==> config.mk <==
export PLATFORM = sky130hd
export DESIGN_NAME = crc_checked_frame_parser
export DESIGN_NICKNAME = d
export VERILOG_FILES = /design/src/rtl/ccfp_pkg.sv /design/src/rtl/ccfp_ram.sv /design/src/rtl/crc_checked_frame_parser.sv
export VERILOG_INCLUDE_DIRS = /design/src /design/src/rtl
export SDC_FILE = /design/constraint.sdc
export NUM_CORES = 1
export LEC_CHECK = 0
export BUFFER_PORTS_ARGS = -buffer_cell sky130_fd_sc_hd__buf_2
export CAP_MARGIN = 20
export CORE_MARGIN = 8
export CORE_UTILIZATION = 35
export CTS_BUF_LIST = sky130_fd_sc_hd__clkbuf_4 sky130_fd_sc_hd__clkbuf_8 sky130_fd_sc_hd__clkbuf_16
export DETAILED_ROUTE_END_ITERATION = 7
export SLEW_MARGIN = 10
export SYNTH_ARGS = -nofsm -noshare
export SYNTH_HDL_FRONTEND = slang
export SYNTH_HIERARCHICAL = 1
export SYNTH_SLANG_ARGS = --single-unit
==> constraint.sdc <==
create_clock -name clk -period 11.8 [get_ports clk]
set_input_delay 1.77 -clock clk [delete_from_list [all_inputs] [get_ports clk]]
set_output_delay 1.77 -clock clk [all_outputs]
set_load 0.01 [all_outputs]
==> src/rtl/crc_checked_frame_parser_assert.svh <==
// assertion macros for the frame parser, sampled on clk, off during reset
`ifndef CRC_CHECKED_FRAME_PARSER_ASSERT_SVH
`define CRC_CHECKED_FRAME_PARSER_ASSERT_SVH

// same-cycle implication
`define CCFP_ASSERT_NOW(lbl, ante, cons, msg) \
  lbl: assert property (@(posedge clk) disable iff (!rst_n) (ante) |-> (cons)) \
    else $error(msg);

// next-cycle implication
`define CCFP_ASSERT_NEXT(lbl, ante, cons, msg) \
  lbl: assert property (@(posedge clk) disable iff (!rst_n) (ante) |=> (cons)) \
    else $error(msg);

`endif

==> src/rtl/ccfp_pkg.sv <==
package ccfp_pkg;

  // payload geometry
  localparam int PAYLOAD_BYTES = 32;
  localparam int PB_AW = (PAYLOAD_BYTES > 1) ? $clog2(PAYLOAD_BYTES) : 1;

  // crc-16/ccitt-false
  localparam logic [15:0] CRC_POLY = 16'h1021;
  localparam logic [15:0] CRC_INIT = 16'hFFFF;
  localparam logic [15:0] CRC_MSB  = 16'h8000;

  // sequence gaps at or above this are ignored
  localparam logic [15:0] GAP_LIMIT = 16'd1000;

  // configuration register indexes
  localparam logic [2:0] CFG_SYNC_FIRST      = 3'd0;
  localparam logic [2:0] CFG_SYNC_SECOND     = 3'd1;
  localparam logic [2:0] CFG_FORMAT_VERSION  = 3'd2;
  localparam logic [2:0] CFG_MAX_SKIP_LENGTH = 3'd3;
  localparam logic [2:0] CFG_SEQ_OFFSET      = 3'd4;

  // result status codes
  typedef enum logic [2:0] {
    ST_INCOMPLETE = 3'd0,
    ST_OK         = 3'd1,
    ST_FORMAT_ERR = 3'd2,
    ST_LENGTH_ERR = 3'd3,
    ST_CRC_ERR    = 3'd4
  } status_t;

  // frame parsing phase
  typedef enum logic [2:0] {
    PH_HDR1  = 3'd0,
    PH_HDR2  = 3'd1,
    PH_FMT   = 3'd2,
    PH_LEN   = 3'd3,
    PH_SKIP  = 3'd4,
    PH_DATA  = 3'd5,
    PH_CRCLO = 3'd6,
    PH_CRCHI = 3'd7
  } ph_t;

  // sequencer state around the payload memory
  typedef enum logic [2:0] {
    C_BYTE   = 3'd0,
    C_SEQ_LO = 3'd1,
    C_SEQ_HI = 3'd2,
    C_GAP    = 3'd3,
    C_EMIT   = 3'd4
  } ctl_t;

  // one byte through the crc, msb first
  function automatic logic [15:0] crc_byte(input logic [15:0] crc_in, input logic [7:0] b);
    logic [15:0] c;
    c = crc_in ^ {b, 8'h00};
    for (int k = 0; k < 8; k++) begin
      if ((c & CRC_MSB) != 16'h0000) begin
        c = {c[14:0], 1'b0} ^ CRC_POLY;
      end else begin
        c = {c[14:0], 1'b0};
      end
    end
    return c;
  endfunction

endpackage

==> src/rtl/ccfp_ram.sv <==
module ccfp_ram #(
  parameter int WIDTH = 8,
  parameter int DEPTH = 32
) (
  input  logic                                       clk,
  input  logic                                       we,
  input  logic [((DEPTH > 1) ? $clog2(DEPTH) : 1)-1:0] waddr,
  input  logic [WIDTH-1:0]                           wdata,
  input  logic                                       re,
  input  logic [((DEPTH > 1) ? $clog2(DEPTH) : 1)-1:0] raddr,
  output logic [WIDTH-1:0]                           rdata
);

  logic [WIDTH-1:0] mem [DEPTH];

  // single write port, registered read that holds when not enabled
  always_ff @(posedge clk) begin
    if (we) begin
      mem[waddr] <= wdata;
    end
    if (re) begin
      rdata <= mem[raddr];
    end
  end

endmodule

==> src/rtl/crc_checked_frame_parser.sv <==
// Sync-header frame parser with CRC-16/CCITT-FALSE check. Bytes are taken one per
// cycle into a one-byte holding stage and parsed there, so the input keeps running at
// one byte per cycle as long as results are taken; while a result waits on the output,
// one more byte can still enter the holding stage and the input stalls after it. Every
// byte gives one result, except the trailer byte that completes a good frame: the
// payload sits in a PAYLOAD_BYTES x 8 memory, and after the trailer the block reads
// the sequence bytes, updates the gap and counters, then reads the payload out of the
// memory's single read port, one result per cycle while the output does not stall.
// Parsing is held up for all of that; the holding stage takes one byte in that time
// and the input is stalled after it.
// The payload memory needs no clearing pass after reset.
`include "crc_checked_frame_parser_assert.svh"

module crc_checked_frame_parser
  import ccfp_pkg::*;
(
  input  logic        clk,
  input  logic        rst_n,
  input  logic        cfg_we,
  input  logic [2:0]  cfg_index,
  input  logic [7:0]  cfg_data,
  input  logic        in_valid,
  output logic        in_stall,
  input  logic [7:0]  in_byte,
  output logic        out_valid,
  input  logic        out_stall,
  output logic [2:0]  out_status,
  output logic [7:0]  out_payload_byte,
  output logic [5:0]  out_byte_index,
  output logic        out_last,
  output logic [31:0] out_packets_seen,
  output logic [31:0] out_resync_count,
  output logic [31:0] out_format_error_count,
  output logic [31:0] out_crc_error_count,
  output logic [31:0] out_dropped_count
);

  localparam logic [PB_AW-1:0] LAST_IDX = PB_AW'(PAYLOAD_BYTES - 1);

  // configuration
  logic [7:0] sync_first_r, sync_second_r, format_version_r, max_skip_length_r;
  logic [5:0] seq_offset_r;

  // holding stage
  logic       in_hold_valid_r, in_hold_valid_nxt;
  logic [7:0] in_hold_r, in_hold_nxt;

  // parser state
  ph_t         phase_r, phase_nxt;
  ctl_t        ctl_r, ctl_nxt;
  logic [7:0]  format_byte_r, format_byte_nxt;
  logic [7:0]  declared_length_r, declared_length_nxt;
  logic [8:0]  byte_counter_r, byte_counter_nxt;
  logic [15:0] running_crc_r, running_crc_nxt;
  logic [7:0]  crc_low_byte_r, crc_low_byte_nxt;
  logic        have_sequence_r, have_sequence_nxt;
  logic [15:0] last_sequence_r, last_sequence_nxt;
  logic [7:0]  seq_lo_r, seq_lo_nxt;
  logic [PB_AW-1:0] emit_idx_r, emit_idx_nxt;

  // counters
  logic [31:0] packet_counter_r, packet_counter_nxt;
  logic [31:0] resync_counter_r, resync_counter_nxt;
  logic [31:0] format_error_counter_r, format_error_counter_nxt;
  logic [31:0] crc_error_counter_r, crc_error_counter_nxt;
  logic [31:0] dropped_counter_r, dropped_counter_nxt;

  // output register
  logic       out_valid_r, out_valid_nxt;
  status_t    out_status_r, out_status_nxt;
  logic [7:0] out_payload_byte_r, out_payload_byte_nxt;
  logic [5:0] out_byte_index_r, out_byte_index_nxt;
  logic       out_last_r, out_last_nxt;

  // payload memory ports
  logic             ram_we, ram_re;
  logic [PB_AW-1:0] ram_waddr, ram_raddr;
  logic [7:0]       ram_wdata, ram_rdata;

  // misc combinational
  logic        out_free, proc;
  logic [6:0]  seq_pos_lo, seq_pos_hi;
  logic        seq_lo_in, seq_hi_in;
  logic [15:0] seq_val, gap;
  logic [15:0] crc_step;
  logic [8:0]  cnt_inc;

  assign out_free = !out_valid_r || !out_stall;
  assign proc     = (ctl_r == C_BYTE) && in_hold_valid_r && out_free;
  assign in_stall = in_hold_valid_r && !proc;

  assign seq_pos_lo = {1'b0, seq_offset_r};
  assign seq_pos_hi = seq_pos_lo + 7'd1;
  assign seq_lo_in  = seq_pos_lo < 7'(PAYLOAD_BYTES);
  assign seq_hi_in  = seq_pos_hi < 7'(PAYLOAD_BYTES);
  assign seq_val    = {(seq_hi_in ? ram_rdata : 8'h00), seq_lo_r};
  assign gap        = seq_val - (last_sequence_r + 16'd1);
  assign crc_step   = crc_byte((phase_r == PH_FMT) ? CRC_INIT : running_crc_r, in_hold_r);
  assign cnt_inc    = byte_counter_r + 9'd1;

  ccfp_ram #(
    .WIDTH (8),
    .DEPTH (PAYLOAD_BYTES)
  ) u_payload_ram (
    .clk   (clk),
    .we    (ram_we),
    .waddr (ram_waddr),
    .wdata (ram_wdata),
    .re    (ram_re),
    .raddr (ram_raddr),
    .rdata (ram_rdata)
  );

  // configuration writes
  always_ff @(posedge clk) begin
    if (!rst_n) begin
      sync_first_r      <= 8'hAA;
      sync_second_r     <= 8'h55;
      format_version_r  <= 8'h01;
      max_skip_length_r <= 8'hFF;
      seq_offset_r      <= 6'd0;
    end else if (cfg_we) begin
      case (cfg_index)
        CFG_SYNC_FIRST:      sync_first_r      <= cfg_data;
        CFG_SYNC_SECOND:     sync_second_r     <= cfg_data;
        CFG_FORMAT_VERSION:  format_version_r  <= cfg_data;
        CFG_MAX_SKIP_LENGTH: max_skip_length_r <= cfg_data;
        CFG_SEQ_OFFSET:      seq_offset_r      <= cfg_data[5:0];
        default: ;
      endcase
    end
  end

  // parser, sequencer and output next state
  always_comb begin
    in_hold_valid_nxt        = in_hold_valid_r;
    in_hold_nxt              = in_hold_r;
    phase_nxt                = phase_r;
    ctl_nxt                  = ctl_r;
    format_byte_nxt          = format_byte_r;
    declared_length_nxt      = declared_length_r;
    byte_counter_nxt         = byte_counter_r;
    running_crc_nxt          = running_crc_r;
    crc_low_byte_nxt         = crc_low_byte_r;
    have_sequence_nxt        = have_sequence_r;
    last_sequence_nxt        = last_sequence_r;
    seq_lo_nxt               = seq_lo_r;
    emit_idx_nxt             = emit_idx_r;
    packet_counter_nxt       = packet_counter_r;
    resync_counter_nxt       = resync_counter_r;
    format_error_counter_nxt = format_error_counter_r;
    crc_error_counter_nxt    = crc_error_counter_r;
    dropped_counter_nxt      = dropped_counter_r;
    out_valid_nxt            = out_free ? 1'b0 : out_valid_r;
    out_status_nxt           = out_status_r;
    out_payload_byte_nxt     = out_payload_byte_r;
    out_byte_index_nxt       = out_byte_index_r;
    out_last_nxt             = out_last_r;
    ram_we                   = 1'b0;
    ram_waddr                = byte_counter_r[PB_AW-1:0];
    ram_wdata                = in_hold_r;
    ram_re                   = 1'b0;
    ram_raddr                = seq_pos_lo[PB_AW-1:0];

    // input transaction into the holding stage
    if (in_valid && !in_stall) begin
      in_hold_valid_nxt = 1'b1;
      in_hold_nxt       = in_byte;
    end else if (proc) begin
      in_hold_valid_nxt = 1'b0;
    end

    case (ctl_r)
      C_BYTE: begin
        if (proc) begin
          // single result unless the trailer completes a good frame
          out_valid_nxt        = 1'b1;
          out_status_nxt       = ST_INCOMPLETE;
          out_payload_byte_nxt = 8'h00;
          out_byte_index_nxt   = 6'd0;
          out_last_nxt         = 1'b1;
          case (phase_r)
            PH_HDR1: begin
              if (in_hold_r == sync_first_r) phase_nxt = PH_HDR2;
            end
            PH_HDR2: begin
              if (in_hold_r == sync_second_r) begin
                phase_nxt = PH_FMT;
              end else if (in_hold_r != sync_first_r) begin
                resync_counter_nxt = resync_counter_r + 32'd1;
                phase_nxt          = PH_HDR1;
              end
            end
            PH_FMT: begin
              format_byte_nxt = in_hold_r;
              running_crc_nxt = crc_step;
              phase_nxt       = PH_LEN;
            end
            PH_LEN: begin
              declared_length_nxt = in_hold_r;
              byte_counter_nxt    = 9'd0;
              running_crc_nxt     = crc_step;
              if (format_byte_r != format_version_r) begin
                format_error_counter_nxt = format_error_counter_r + 32'd1;
                phase_nxt      = (in_hold_r != 8'h00) ? PH_SKIP : PH_HDR1;
                out_status_nxt = ST_FORMAT_ERR;
              end else if (in_hold_r != 8'(PAYLOAD_BYTES)) begin
                phase_nxt = ((in_hold_r != 8'h00) && (in_hold_r <= max_skip_length_r)) ?
                            PH_SKIP : PH_HDR1;
                out_status_nxt = ST_LENGTH_ERR;
              end else begin
                phase_nxt = PH_DATA;
              end
            end
            PH_SKIP: begin
              // drain length plus both crc bytes
              byte_counter_nxt = cnt_inc;
              if (cnt_inc >= ({1'b0, declared_length_r} + 9'd2)) phase_nxt = PH_HDR1;
            end
            PH_DATA: begin
              ram_we           = byte_counter_r < 9'(PAYLOAD_BYTES);
              running_crc_nxt  = crc_step;
              byte_counter_nxt = cnt_inc;
              if (cnt_inc >= {1'b0, declared_length_r}) phase_nxt = PH_CRCLO;
            end
            PH_CRCLO: begin
              crc_low_byte_nxt = in_hold_r;
              phase_nxt        = PH_CRCHI;
            end
            PH_CRCHI: begin
              phase_nxt = PH_HDR1;
              if ({in_hold_r, crc_low_byte_r} == running_crc_r) begin
                out_valid_nxt = 1'b0;
                ctl_nxt       = C_SEQ_LO;
              end else begin
                crc_error_counter_nxt = crc_error_counter_r + 32'd1;
                out_status_nxt        = ST_CRC_ERR;
              end
            end
            default: ;
          endcase
        end
      end
      C_SEQ_LO: begin
        ram_re    = 1'b1;
        ram_raddr = seq_pos_lo[PB_AW-1:0];
        ctl_nxt   = C_SEQ_HI;
      end
      C_SEQ_HI: begin
        seq_lo_nxt = seq_lo_in ? ram_rdata : 8'h00;
        ram_re     = 1'b1;
        ram_raddr  = seq_pos_hi[PB_AW-1:0];
        ctl_nxt    = C_GAP;
      end
      C_GAP: begin
        // counters move only while no result waits on them
        if (out_free) begin
          packet_counter_nxt = packet_counter_r + 32'd1;
          if (have_sequence_r && (gap != 16'd0) && (gap < GAP_LIMIT)) begin
            dropped_counter_nxt = dropped_counter_r + {16'h0000, gap};
          end
          have_sequence_nxt = 1'b1;
          last_sequence_nxt = seq_val;
          ram_re            = 1'b1;
          ram_raddr         = '0;
          emit_idx_nxt      = '0;
          ctl_nxt           = C_EMIT;
        end
      end
      C_EMIT: begin
        // one payload byte per cycle from the read port, while the output does not stall
        if (out_free) begin
          out_valid_nxt        = 1'b1;
          out_status_nxt       = ST_OK;
          out_payload_byte_nxt = ram_rdata;
          out_byte_index_nxt   = 6'(emit_idx_r);
          out_last_nxt         = emit_idx_r == LAST_IDX;
          if (emit_idx_r == LAST_IDX) begin
            ctl_nxt = C_BYTE;
          end else begin
            emit_idx_nxt = emit_idx_r + PB_AW'(1);
            ram_re       = 1'b1;
            ram_raddr    = emit_idx_r + PB_AW'(1);
          end
        end
      end
      default: ctl_nxt = C_BYTE;
    endcase
  end

  // control and counter registers
  always_ff @(posedge clk) begin
    if (!rst_n) begin
      in_hold_valid_r        <= 1'b0;
      phase_r                <= PH_HDR1;
      ctl_r                  <= C_BYTE;
      format_byte_r          <= 8'h00;
      declared_length_r      <= 8'h00;
      byte_counter_r         <= 9'd0;
      running_crc_r          <= CRC_INIT;
      crc_low_byte_r         <= 8'h00;
      have_sequence_r        <= 1'b0;
      last_sequence_r        <= 16'h0000;
      emit_idx_r             <= '0;
      packet_counter_r       <= 32'd0;
      resync_counter_r       <= 32'd0;
      format_error_counter_r <= 32'd0;
      crc_error_counter_r    <= 32'd0;
      dropped_counter_r      <= 32'd0;
      out_valid_r            <= 1'b0;
    end else begin
      in_hold_valid_r        <= in_hold_valid_nxt;
      phase_r                <= phase_nxt;
      ctl_r                  <= ctl_nxt;
      format_byte_r          <= format_byte_nxt;
      declared_length_r      <= declared_length_nxt;
      byte_counter_r         <= byte_counter_nxt;
      running_crc_r          <= running_crc_nxt;
      crc_low_byte_r         <= crc_low_byte_nxt;
      have_sequence_r        <= have_sequence_nxt;
      last_sequence_r        <= last_sequence_nxt;
      emit_idx_r             <= emit_idx_nxt;
      packet_counter_r       <= packet_counter_nxt;
      resync_counter_r       <= resync_counter_nxt;
      format_error_counter_r <= format_error_counter_nxt;
      crc_error_counter_r    <= crc_error_counter_nxt;
      dropped_counter_r      <= dropped_counter_nxt;
      out_valid_r            <= out_valid_nxt;
    end
  end

  // payload registers
  always_ff @(posedge clk) begin
    in_hold_r          <= in_hold_nxt;
    seq_lo_r           <= seq_lo_nxt;
    out_status_r       <= out_status_nxt;
    out_payload_byte_r <= out_payload_byte_nxt;
    out_byte_index_r   <= out_byte_index_nxt;
    out_last_r         <= out_last_nxt;
  end

  // outputs
  assign out_valid              = out_valid_r;
  assign out_status             = out_status_r;
  assign out_payload_byte       = out_payload_byte_r;
  assign out_byte_index         = out_byte_index_r;
  assign out_last               = out_last_r;
  assign out_packets_seen       = packet_counter_r;
  assign out_resync_count       = resync_counter_r;
  assign out_format_error_count = format_error_counter_r;
  assign out_crc_error_count    = crc_error_counter_r;
  assign out_dropped_count      = dropped_counter_r;

  // checks
  `CCFP_ASSERT_NEXT(a_counters_hold, out_valid_r && out_stall, $stable(packet_counter_r) && $stable(crc_error_counter_r) && $stable(dropped_counter_r), "counters moved under a waiting transaction")
  `CCFP_ASSERT_NOW(a_err_no_payload, out_valid_r && (out_status_r != ST_OK), out_last_r && (out_payload_byte_r == 8'h00) && (out_byte_index_r == 6'd0), "non-frame transaction carries payload")
  `CCFP_ASSERT_NOW(a_last_at_end, out_valid_r && (out_status_r == ST_OK) && out_last_r, out_byte_index_r == 6'(PAYLOAD_BYTES - 1), "frame ended at wrong index")
  `CCFP_ASSERT_NOW(a_no_write_in_readout, ctl_r != C_BYTE, !ram_we && !proc, "payload memory written during readout")

endmodule

; Word level (Yosys, flattened, before mapping)
; Memory sizes are Yosys's and may differ from the RTL's. A register that Yosys moved wholly into a read port is not among the register bits.
; Cells that the tools add are included.
[totals]
n_memories = 1
ramBits = 256
ff_bits = 311
word_cells = 203
[memory_table]
columns = memory, depth, width, read_ports, rd_clocked_by_memory_dff, write_ports, line
row1 = u_payload_ram.mem, 32, 8, 1, 1, 1, ccfp_ram.sv:14  ; logic [WIDTH-1:0] mem [DEPTH];
[op_classes]
n_eq_ne = 33
n_lt_le_gt_ge = 7
mux = 69
n_addsub = 11
bitwise_logic = 11
reduce_logical = 43
[op_table]
columns = operator, count
row1 = 32-bit by 1-bit adder with 32-bit output (second input constant), 4
row2 = 13-bit 2-to-1 mux, 8
row3 = 3-bit 2-to-1 mux, 18
row4 = 32-bit by 16-bit adder with 32-bit output, 1
row5 = 5-bit 2-to-1 mux, 6
row6 = 8-bit 2-to-1 mux, 3
row7 = 3-bit NOT, 8
row8 = 3-bit case mux with 8 select lines, 1
row9 = 3-bit AND reduction, 7
row10 = 3-bit by 2-bit == test with 1-bit output (second input constant), 6
row11 = 3-bit == test (second input constant), 6
row12 = 9-bit case mux with 2 select lines, 1
row13 = 1-bit 2-to-1 mux, 17
row14 = 16-bit by 1-bit adder with 16-bit output (second input constant), 1
row15 = 16-bit == test, 1
row16 = 8-bit == test, 2
row17 = 16-bit by 10-bit less-than comparator with 1-bit output (second input constant), 1
row18 = 16-bit 2-to-1 mux, 1
row19 = 2-bit != test (second input constant), 8
row20 = 8-bit != test, 2
row21 = 8-bit case mux with 2 select lines, 1
row22 = 16-bit nonzero test, 1
row23 = 16-bit subtractor, 1
row24 = 16-bit XOR, 1
row25 = other kinds (37), 68

; Logic depth before layout (Yosys ltp)
[logic_depth]
ltp_word = 19
depth_mapped = 22

; Modules after synthesis
; The synthesis kept the hierarchy.
[modules_own_cells]
columns = mod, seq_area_each_um2, cells_each, area_per_inst_um2, instances
row1 = crc_checked_frame_parser, 6536.3, 1920, 16179.3, 1
row2 = ccfp_ram, 7927.6, 417, 10133.5, 1

; Worst setup path after synthesis
; No wires, ideal clock.
[synth_path]
path_kind = in2reg
start = input port out_stall
end = memory u_payload_ram.mem[0][0] (enable)
arrival_ns = 4.366
path_stages = 10
setup_time_ns = 0.370
required_ns = 11.430
setup_slack_ns = 7.064
cell_sequence = nand2_1 > and3_1 > clkbuf_1 > nand2_1 > or2_2 > clkbuf_1 > nor4_1 > or3b_2 > clkbuf_1 > nor2_1
[synth_between]
elab_chain_len = 7
[synth_lines]
columns = item, line
row1 = from (decl), crc_checked_frame_parser.sv:26  ; input logic out_stall,
row2 = 1-bit zero test, crc_checked_frame_parser.sv:88  ; assign out_free = !out_valid_r || !out_stall;
row3 = 1-bit logical OR, crc_checked_frame_parser.sv:88
row4 = 1-bit logical AND, crc_checked_frame_parser.sv:89  ; assign proc = (ctl_r == C_BYTE) && in_hold_valid_r && out_free;
row5 = 1-bit 2-to-1 mux, crc_checked_frame_parser.sv:175  ; if (proc) begin
row6 = 1-bit 2-to-1 mux, crc_checked_frame_parser.sv:173  ; case (ctl_r)
row7 = via ram_we, crc_checked_frame_parser.sv:76  ; logic ram_we, ram_re;
row8 = 1-bit 2-to-1 mux, ccfp_ram.sv:18  ; if (we) begin
row9 = 1-bit 2-to-1 mux (implied by the code), ccfp_ram.sv:19  ; mem[waddr] <= wdata;
row10 = to (decl), ccfp_ram.sv:14
; The timed path passes the listed nets, and every way through them passes these cells.

; Worst setup path after layout
[layout_path]
start = input port out_stall
end = memory u_payload_ram.mem[6][1] (enable)
; Same word-level chain as after synthesis.

==> results by group <==
Outcome
  • Status: finished clean

Route
  • Drt total wl: 71400 um
  • DRC violations left: 0
  • Vias/cell: 5.36
  • Vias: 19002
  • Total iterations of the first detailed-routing run: 5
  • Average wire per standard cell: 20.1 um
  • Detail Route Antenna Nets: 0
  • Number of DRC violations after detailed-routing iteration 0: 1598

Power and ir drop
  • Switching pwr: 936 uW
  • Cell Int Power: 3390 uW
  • Sw Ratio: 0.216
  • Worst vdd ir: 97.9 uV
  • Leakage power: 0.0111 uW
  • Pwr Total: 4320 uW
  • Sequential Power Share: 0.489
  • Power Density: 142 nW/um2
  • Clk pwr share: 0.480
  • Comb pwr share: 0.031

Timing
  • Final min period: 5.59 ns
  • Slew HR: 0.283
  • Fmax: 0.179 GHz
  • Worst Skew: 0.0277 ns
  • Worst Max-Slew Pin Slew: 1.07 ns
  • Hold_ws: 0.453 ns
  • Setup TNS: 0 ns
  • Worst setup margin: 6.21 ns
  • Unrepaired setup endpoints after global routing: false
  • Final Max Slew Viols: 0
  • Final hold violations: 0
  • Final setup fails: 0
  • Tcrit/Tclk final: 0.473

Yosys
  • #FFs+latches synth: 574
  • Cells after Synth: 2337
  • Mux contribution to synthesized area: 0.0830
  • Synth Area in Adders: 0.0339
  • Largest area contributor in the netlist: edfxtp_1
  • Synth area leaders: edfxtp_1 34%, dfxtp_1 21%, mux4_2 6.8%
  • Yosys warnings: 6
  • Synthesized area: 26300 um2
  • Count of cell types in the netlist: 73
  • Ys async rst share: 0
  • Syn_area_per_cell: 11.3 um2
  • Sequential cell area fraction in the yosys report: 0.550
  • Post-synth EDFFs: 297
  • Post-synthesis simple-gate area fraction: 0.158
  • Main combinational cell family by area after synthesis: simple AND/OR/NAND/NOR gates
  • Share of the synthesized area in the top cell type: 0.339
  • Post-synthesis compound-gate area fraction: 0.0771
  • Post-synthesis xor/xnor area fraction: 0.0689
  • Net Count, Synth: 2431
  • Ys flop type: edfxtp_1

Finish
  • Commonest cells after routing, fill and taps aside: 297 x edfxtp_1, 277 x dfxtp_1, 241 x nor2_1, 236 x nand2_1, 202 x buf_2
  • Final net count: 2609
  • Most common cell after layout, fill and taps aside: edfxtp_1
  • Area delta synth->final: 15.9%
  • Share of cells above drive strength 1: 0.178

CTS
  • Post-CTS setup buffers: 0
  • Worst skew pair latency: 0.60 ns
  • CTS Hold Bufs: 0
  • CTS tree: yes
  • Clock sinks: 574
  • Max H-tree Level: 3
  • # resized after CTS: 0
  • Clk root buf: clkbuf_16
  • Clock Tree Buf Depth: 3
  • Num CTS Buffers: 68
  • Clock Pin Slew Worst Setup and Hold Paths: 0.06 ns

Worst setup path
  • CP endpoint kind: flop
  • Critical path startpoint category: primary input
  • Critical path peak fanout: 16
  • WP data required: 12.02 ns
  • Crit path arrival time: 5.81 ns
  • R2R Setup Slk: 6.69 ns
  • WS Path Type: primary input to flop

Floorplan
  • Starting density of the core: 0.353
  • Die Wd: 290 um
  • Core Footprint: 74400 um2
  • Top-Level Pins: 204
  • Die height: 290 um
  • Full die area: 84200 um2
  • FP Rows: 100

Placement
  • Number of port buffers: 202
  • DP Wirelength: 48400 um
  • Setup slack at placement: 5.71 ns
  • RD Place Congestion: 0.857

Worst hold path
  • HP Class: flop to flop

Global route
  • Number of global-route vias before repair: 18317
  • Initial antenna violation count: 5
  • All-Layer GR Usage: 0.163
  • Largest net degree at the start of global routing: 122
  • GRT overflow: 0
  • First-pass GRT wire length: 110000 um

Run
  • Max-Cap Viols: 0
## layer usage
| metal | vias to the layer above | wire length, um | GRT usage |
|---|---|---|---|
| met2 | 736 | 32900 | 0.262 |
| met4 | 0 | 1550 | 0.0475 |
| met3 | 108 | 5350 | 0.0347 |
| li1 | 8816 | - | - |
| met5 | - | 0 | 0 |
| met1 | 9342 | 31600 | 0.222 |
## power by group through the flow
| stage | logic, uW | registers (uW) | clock network [uW] |
|---|---|---|---|
| 6_report | 132 | 2110 | 2080 |
| 2_1_floorplan | 75.2 | 2160 | 0 |
| 3_5_place_dp | 134 | 2160 | 0 |
| 4_1_cts | 135 | 2110 | 2130 |
| 3_3_place_gp | 132 | 2160 | 0 |
| 5_1_grt | 144 | 2110 | 2200 |
## kinds of logic after synthesis
kind of cell | after synthesis
and+or+nand+nor | 865
DFF | 574
AOI/OAI and AO/OA | 321
xor gates and xnor gates | 207
buffers and inverters | 182
muxes | 117
adders and majority gates | 70
other | 1
## synth_stat cells (all sizes together) (8+ instances only)
master,instances
nor2,241
o311ai,15
nand3,90
nand4,48
or3,25
o21a,8
nor4,16
buf,32
a21oi,125
dfxtp,277
nor3,28
a21o,18
or2,10
nand2b,23
nor2b,21
ha,68
mux2,10
xnor2,129
inv,68
nand2,236
o21ai,65
and2,30
mux4,80
and3,56
o41ai,14
edfxtp,297
xor2,78
mux2i,27
nand3b,15
o211ai,33
clkbuf,82
## critical path, stage by stage
cell and delay, ns:
buf_2 0.10, nand2_1 0.25, and3_1 0.66, nand2_1 0.31, or2_2 0.46, nor4_1 0.73, nand3b_1 0.74, nor2_1 0.76
## stage by stage
step,util,std cells,cell area (um2)
after floorplan,-,2337,26300
after global placement,0.379,3413,28200
after detailed placement,0.379,3414,28200
after CTS,0.409,3538,30500
after global routing,0.409,3542,30500
final,0.409,3544,30500
## area by class of cell
cell class                 instances  area (um2)
multi-input combinational       1581       11100
inverter                          68         260
clock inverter                    30         274
timing repair buffer             222        1170
sequential                       574       14500
tap                              969        1210
antenna                            6        15.0
fill                            6958       44000
clock buffer                      94        1960
## sequential cells by signal (all words and copies together), names as in the netlist, 8 cells and up
signal	count
sync_first_r	8
sync_second_r	8
format_version_r	8
u_payload_ram/rdata	8
byte_counter_r	9
u_payload_ram/mem	256
out_format_error_count	32
max_skip_length_r	8
out_dropped_count	32
declared_length_r	8
out_packets_seen	32
out_resync_count	32
crc_low_byte_r	8
format_byte_r	8
out_crc_error_count	32
running_crc_r	16
in_hold_r	8
seq_lo_r	8
last_sequence_r	16
out_payload_byte	8
## final timing paths
kind | to | depth (start not counted) | startpoint
max | u_payload_ram/mem[6][1]$_DFFE_PP_ | 8 | out_stall
min | last_sequence_r[12]$_SDFFE_PN0P_ | 2 | last_sequence_r[12]$_SDFFE_PN0P_
max reg2reg | out_dropped_count[28]$_SDFFE_PN0P_ | 20 | seq_offset_r[0]$_SDFFE_PN0P_
min reg2reg | last_sequence_r[12]$_SDFFE_PN0P_ | 2 | last_sequence_r[12]$_SDFFE_PN0P_
No activity file was read; power rests on OpenSTA's default activity.
